===== src/hw/rtl/foreground_depth_patch_filter_macros.svh =====
// Assertion macros for the foreground depth patch filter.
// Used by the top-level RTL file, which checks its own control logic; needs no package.
`ifndef FOREGROUND_DEPTH_PATCH_FILTER_MACROS_SVH
`define FOREGROUND_DEPTH_PATCH_FILTER_MACROS_SVH

`ifndef SYNTHESIS

// Check that the consequent holds in the same cycle as the antecedent.
`define FDPF_ASSERT_IMP(lbl, ante, cons) \
   lbl: assert property (@(posedge clock) disable iff (reset) (ante) |-> (cons)) \
      else $error("fdpf assertion failed");

// Check that the consequent holds in the cycle after the antecedent.
`define FDPF_ASSERT_NXT(lbl, ante, cons) \
   lbl: assert property (@(posedge clock) disable iff (reset) (ante) |=> (cons)) \
      else $error("fdpf assertion failed");

`else

`define FDPF_ASSERT_IMP(lbl, ante, cons)
`define FDPF_ASSERT_NXT(lbl, ante, cons)

`endif

`endif


===== src/hw/rtl/fdpf_pkg.sv =====
// Package of the foreground depth patch filter: widths, register indexes,
// reset values and the control struct of the sorting cells. No dependencies.
`timescale 1ns / 1ps
`default_nettype none

package fdpf_pkg;

   localparam int DEPTH_BITS_DEF = 16;
   localparam int STORE_DEPTH    = 25;
   localparam int CNT_W          = 5;
   localparam int COORD_W        = 14;
   localparam int DIM_W          = 13;
   localparam int MIN_DEPTH_W    = 16;
   localparam int MIN_CNT_W      = 5;
   localparam int DIV_W          = 8;
   localparam int CSR_W          = 16;
   localparam int CSR_IDX_W      = 3;

   localparam logic [CSR_IDX_W-1:0] CSR_IMAGE_WIDTH  = 3'd0;
   localparam logic [CSR_IDX_W-1:0] CSR_IMAGE_HEIGHT = 3'd1;
   localparam logic [CSR_IDX_W-1:0] CSR_MIN_DEPTH    = 3'd2;
   localparam logic [CSR_IDX_W-1:0] CSR_MIN_COUNT    = 3'd3;
   localparam logic [CSR_IDX_W-1:0] CSR_JUMP_DIV     = 3'd4;

   localparam logic [DIM_W-1:0]       RST_IMAGE_WIDTH  = 13'd640;
   localparam logic [DIM_W-1:0]       RST_IMAGE_HEIGHT = 13'd480;
   localparam logic [MIN_DEPTH_W-1:0] RST_MIN_DEPTH    = 16'd200;
   localparam logic [MIN_CNT_W-1:0]   RST_MIN_COUNT    = 5'd8;
   localparam logic [DIV_W-1:0]       RST_JUMP_DIV     = 8'd20;

   // What every cell of the chain does in a cycle.
   typedef struct packed {
      logic insert;  // sorted insert of the new depth
      logic shift;   // move every value one cell toward the head
      logic eval;    // latch the relative jump flag against the left neighbor
   } cell_ctrl_type;

endpackage

`default_nettype wire


===== src/hw/rtl/fdpf_cell.sv =====
// One cell of the sorted depth chain: holds one depth, takes part in the
// sorted insert, shifts toward the head and flags a jump. Uses fdpf_pkg.
`timescale 1ns / 1ps
`default_nettype none

module fdpf_cell #(
   parameter int DEPTH_BITS = fdpf_pkg::DEPTH_BITS_DEF
) (
   input  wire                          clock,
   input  fdpf_pkg::cell_ctrl_type      ctrl,
   input  wire                          occupied,
   input  wire  [DEPTH_BITS-1:0]        new_depth,
   input  wire  [DEPTH_BITS-1:0]        left_value,
   input  wire                          left_gt,
   input  wire  [DEPTH_BITS-1:0]        right_value,
   input  wire  [fdpf_pkg::DIV_W-1:0]   jump_div,
   output logic [DEPTH_BITS-1:0]        value,
   output logic                         gt,
   output logic                         jump
);

   localparam int PROD_W = DEPTH_BITS + fdpf_pkg::DIV_W;

   logic [DEPTH_BITS-1:0] value_ff, value_in;
   logic                  jump_ff, jump_in;
   logic [DEPTH_BITS-1:0] diff;
   logic [PROD_W-1:0]     prod;

   assign gt = occupied && (value_ff > new_depth);

   always_comb begin
      value_in = value_ff;
      if (ctrl.insert) begin
         // take the left value when it moves right, the new depth at the insert spot
         if (left_gt) begin
            value_in = left_value;
         end else if (!occupied || gt) begin
            value_in = new_depth;
         end
      end else if (ctrl.shift) begin
         value_in = right_value;
      end
   end

   assign diff = value_ff - left_value;
   assign prod = {{fdpf_pkg::DIV_W{1'b0}}, diff} * {{DEPTH_BITS{1'b0}}, jump_div};
   assign jump_in = ctrl.eval ? (prod > {{fdpf_pkg::DIV_W{1'b0}}, left_value}) : jump_ff;

   always_ff @(posedge clock) begin
      value_ff <= value_in;
      jump_ff  <= jump_in;
   end

   assign value = value_ff;
   assign jump  = jump_ff;

endmodule

`default_nettype wire


===== config.mk =====
export PLATFORM = sky130hd
export DESIGN_NAME = fdpf_cell
export DESIGN_NICKNAME = d
export VERILOG_FILES = /design/src/hw/rtl/foreground_depth_patch_filter_macros.svh /design/src/hw/rtl/fdpf_pkg.sv /design/src/hw/rtl/fdpf_cell.sv
export SDC_FILE = /design/constraint.sdc
export NUM_CORES = 1
export LEC_CHECK = 0
export ABC_AREA = 1
export BUFFER_PORTS_ARGS = -buffer_cell sky130_fd_sc_hd__buf_2
export CAP_MARGIN = 30
export CORE_ASPECT_RATIO = 1.1
export CORE_MARGIN = 8
export CORE_UTILIZATION = 40
export DETAILED_ROUTE_END_ITERATION = 16
export GPL_TIMING_DRIVEN = 0
export PLACE_DENSITY = 0.65
export SLEW_MARGIN = 10
export SYNTH_ARGS = -nofsm -noshare
export SYNTH_HDL_FRONTEND = slang
export SYNTH_SLANG_ARGS = --single-unit

===== constraint.sdc =====
create_clock -name clock -period 10.4 [get_ports clock]
set_input_delay 0.52 -clock clock [delete_from_list [all_inputs] [get_ports clock]]
set_output_delay 0.52 -clock clock [all_outputs]
set_load 0.1 [all_outputs]

# Word level (Yosys, flattened, before mapping)
# Index checks and enable logic that the tools add are counted.
# totals
register_bits,17
input_bits,62
# classes
mux,4
eq_ne,1
n_lt_le_gt_ge,2
reduce_logical,5
add_sub_neg,1
multipliers,1
# op_table
op,count
two-way mux 16 bit,4
> comparator 24 x 16 -> 1 bit,1
multiplier 16 x 8 -> 24 bit,1
> comparator 16 bit,1
subtractor 16 bit,1
!= test 3 x 1 -> 1 bit (second input constant),1
AND reduction 2 bit,1
nonzero test 2 bit,1
logical AND 1 bit,1
zero test 1 bit,1
logical OR 1 bit,1

# Depth between registers and ports, before layout
# logic_depth
word_depth,6
depth_mapped,34

# Worst setup path before layout
# OpenSTA, ideal clock, no wires.
# synth_path
path_kind,flip-flop to flip-flop
startpoint,"register value_ff[0], in the netlist value[0]"
endpoint,"register jump_ff, in the netlist jump (data pin)"
path_stages_with_launch,30
slack_ns,3.641
required_ns,10.146
t_arrival_ns,6.505
synth_period_minus_slack_ns,6.759
cell_sequence,edfxtp_1 -> inv_1 -> ha_1 -> fa_1 -> o21ai_2 -> a21boi_4 -> xnor2_1 -> inv_1 -> nor2_1 -> fa_1 -> fa_1 -> fa_1 -> inv_1 -> fa_1 -> inv_1 -> ha_1 -> nand2_1 -> nor2_1 -> nand3_1 -> nand2_1 -> a21oi_1 -> xnor2_1 -> ha_1 -> nand4_1 -> nor3_1 -> nand3_1 -> nand2_1 -> nand2_1 -> nor2_1 -> nand2_1
# synth_between
elab_chain_cells,3
# synth_rtl
element,line_no,rtl
"start, declared",fdpf_cell.sv:24,"logic [DEPTH_BITS-1:0] value_ff, value_in;"
"start signal, assigned",fdpf_cell.sv:50,value_ff <= value_in;
subtractor 16 bit,fdpf_cell.sv:45,assign diff = value_ff - left_value;
multiplier 16 x 8 -> 24 bit,fdpf_cell.sv:46,"assign prod = {{fdpf_pkg::DIV_W{1'b0}}, diff} * {{DEPTH_BITS{1'b0}}, jump_div};"
> comparator 24 x 16 -> 1 bit,fdpf_cell.sv:47,"assign jump_in = ctrl.eval ? (prod > {{fdpf_pkg::DIV_W{1'b0}}, left_value}) : jump_ff;"
"end signal, assigned",fdpf_cell.sv:51,jump_ff <= jump_in;
"end, declared",fdpf_cell.sv:25,"logic jump_ff, jump_in;"
# No other way between the ends.
# A chain may end at the register's enable or synchronous reset.

# Worst setup path in the final report
# Same ends and word-level chain as after synthesis.

==> out/qor.csv <==
stage,metric,value,unit
finish,fillers,1736,
critical_path,worst r2r dst,jump,
clock_tree,Worst-Skew Late Latency,0.26,ns
finish,area of the multi-input gates,5414,µm²
floorplan,full die area,21430,µm²
synth,Synth area leader,fa_1,
clock_tree,"Gates resized, CTS repair",0,
critical_path,Top Family by Delay on Critical Path,adder cells,
critical_path,Critical Path Fanout Max,6,
finish,n_diodes,0,
detailed_routing,First DRT Iteration DRCs,280,
critical_path,Crit path largest cell delay,0.56,ns
outcome,status,completed,
critical_path,CP Capture Point,jump,
detailed_routing,Pre-Repair DR Iteration Count,5,
synth,asr flop ratio synth,0,%
synth,synthesized area,6799,µm²
clock_tree,CTS max path bufs,2,
synth,Synth Area per Inst,7.038,µm²
synth,post-synthesis sequential area ratio,7.508,%
clock_tree,clk sinks,17,
worst_hold_path,Hold Path Class,in2reg,
clock_tree,"Clk pin slew, worst setup/hold paths",0.06,ns
global_routing,largest net degree at the start of global routing,14,
clock_tree,Post-CTS Setup Inserts,0,
global_routing,first-pass GRT wire length,30.91,mm
clock_tree,CTS tree,done,
detailed_routing,wire per inst,14.28,µm
floorplan,Initial Util,40.40,%
sta,crit path time final,7.179,ns
finish,design area,7552,µm²
finish,most used cells in the layout excluding fill and tap cells,"205 x inv_1, 190 x nand2_1, 159 x nor2_1, 90 x ha_1, 85 x fa_1",
detailed_routing,Via density,4.960,
sta,fin crit share,69.02,%
critical_path,"Data arrival, critical path",7.18,ns
floorplan,core area,16830,µm²
worst_hold_path,Hold Path Stages,1,
placement,GPL Wtd Cong,0.8510,
detailed_routing,drt drc,0,
synth,"EDFF count, synth",17,
floorplan,row count,50,
sta,fmax,139.3,MHz
critical_path,CP startpoint,value[0],
clock_tree,Num CTS Buffers,3,
global_routing,All-Layer GR Usage,17.32,%
detailed_routing,remaining antenna violation count,0,
synth,Syn Inst Count,966,
finish,area occupied by registers,510.5,µm²
placement,Area after DPL,7470,µm²
sta,Post-Route Setup TNS,0,ns
critical_path,Worst setup EP type,register,
synth,YS warnings,0,
sta,RSZ-0062 raised after global routing,no,
placement,Post-DP HPWL,16.12,mm
global_routing,initial antenna violation count,0,
sta,Worst-Margin Slew,0.6178,ns
critical_path,critical path type,reg2reg,
detailed_routing,detailed-route via count,6240,
global_routing,vias in the first global route,6653,
finish,Final Non-Filler Cells,1258,
synth,"flops & latches, synth",17,
sta,fin. max-slew vios,0,
clock_tree,H-tree level count,1,
critical_path,worst reg2reg path startpoint,value[0],
sta,Final Hold Vio Count,0,
sta,Rel. slew slack,58.81,%
critical_path,WP data required,10.40,ns
critical_path,Critical Path Start Type,register,
placement,dpl cells,1254,
synth,Synth Flop Type,edfxtp_1,
synth,Syn Nets,1203,
detailed_routing,DRT Wirelength,17.97,mm
clock_tree,"Hold-fix buffers, CTS",0,
finish,share of layout cells above drive strength 1,11.33,%
critical_path,Crit-path slowest cell,fa_1,
critical_path,R2R Setup Slk,3.22,ns
finish,P&R area growth vs syn,11.08,%
clock_tree,root buf cell,clkbuf_16,
floorplan,DIE HEIGHT,152.7,µm
critical_path,instance count on the critical path,29,
synth,Synth cell types,40,
sta,"Setup violations, final",0,
placement,port bufs,79,
floorplan,die span in x,140.3,µm
floorplan,io pins,80,
flow_run,max_cap viols,0,
synth,Yosys top cell area share,25.03,%
sta,Setup Skew,0.005850,ns
critical_path,Crit path buffers/inverters,4,
finish,"commonest non-fill, non-tap cell in the layout",inv_1,
global_routing,Overflow after GRT,0,
finish,nets,1288,
critical_path,reg2reg path depth,29,
sta,worst hold slack,0.4646,ns
synth,synth top area cells,"fa_1 25%, ha_1 17%, inv_1 11%",
through the flow:
stage / setup slack, ns / util [%]
after floorplan: 3.641 / -
after global placement: 2.971 / 44.30
after detailed placement: 3.030 / 44.39
after CTS: 3.217 / 44.88
after global routing: 2.750 / 44.88
final: 3.221 / 44.88
Yosys cell counts, types with 4 or more instances:
master      n
clkbuf_1    8
o21a_1      4
fa_1       85
ha_1       90
or2_2       5
nand3_1    35
xnor2_1     7
nand2_2     6
nor2_1    159
nand4_1     8
o21ai_0    44
inv_1     205
buf_6       6
xor2_1     11
nand2_1   190
a21oi_1    41
nor3_1      9
edfxtp_1   17
how the worst min path moves through the flow:
stage,start,to,slack (ns)
detailed placement,ctrl[0],jump,0.72
floorplan,ctrl[0],jump,0.63
CTS,ctrl[0],jump,0.46
global route,ctrl[0],jump,0.46
finish,ctrl[0],jump,0.46
global placement,ctrl[0],jump,0.72
sequential cells by signal (all words and copies together), names as in the netlist:
register and count:
jump 1, value 16
cell families (layout without fill, tap and decap cells):
kind of cell | after synthesis | after routing | share of synthesized area [%]
buffers and inverters | 222 | 306 | 12.92
XOR/XNOR | 21 | 21 | 3.036
AO/OA/AOI/OAI | 109 | 109 | 9.478
flip-flops | 17 | 17 | 7.508
adder cells (fa/ha/maj) | 175 | 175 | 41.59
AND/OR/NAND/NOR | 422 | 422 | 25.47
layout make-up:
| class | instances | area share [%] |
|---|---|---|
| Buffer | 14 | 1.292 |
| Clock buffer | 3 | 0.9940 |
| Clock inverter | 1 | 0.09940 |
| Inverter | 208 | 10.34 |
| Multi-Input combinational cell | 727 | 71.69 |
| Sequential cell | 17 | 6.759 |
| Tap cell | 208 | 3.446 |
| Timing Repair Buffer | 80 | 5.384 |
metal layers:
| metal | vias up | track usage, % | wire (µm) |
|---|---|---|---|
| met5 | - | 0 | 0 |
| met4 | 0 | 3.520 | 232 |
| met3 | 19 | 1.410 | 685 |
| met2 | 158 | 30.32 | 8642 |
| met1 | 2913 | 22.75 | 8406 |
| li1 | 3150 | - | - |
Power is left out: the tool's default activity adds up to more than one toggle a clock period on the data nets, which glitch-free logic cannot reach.
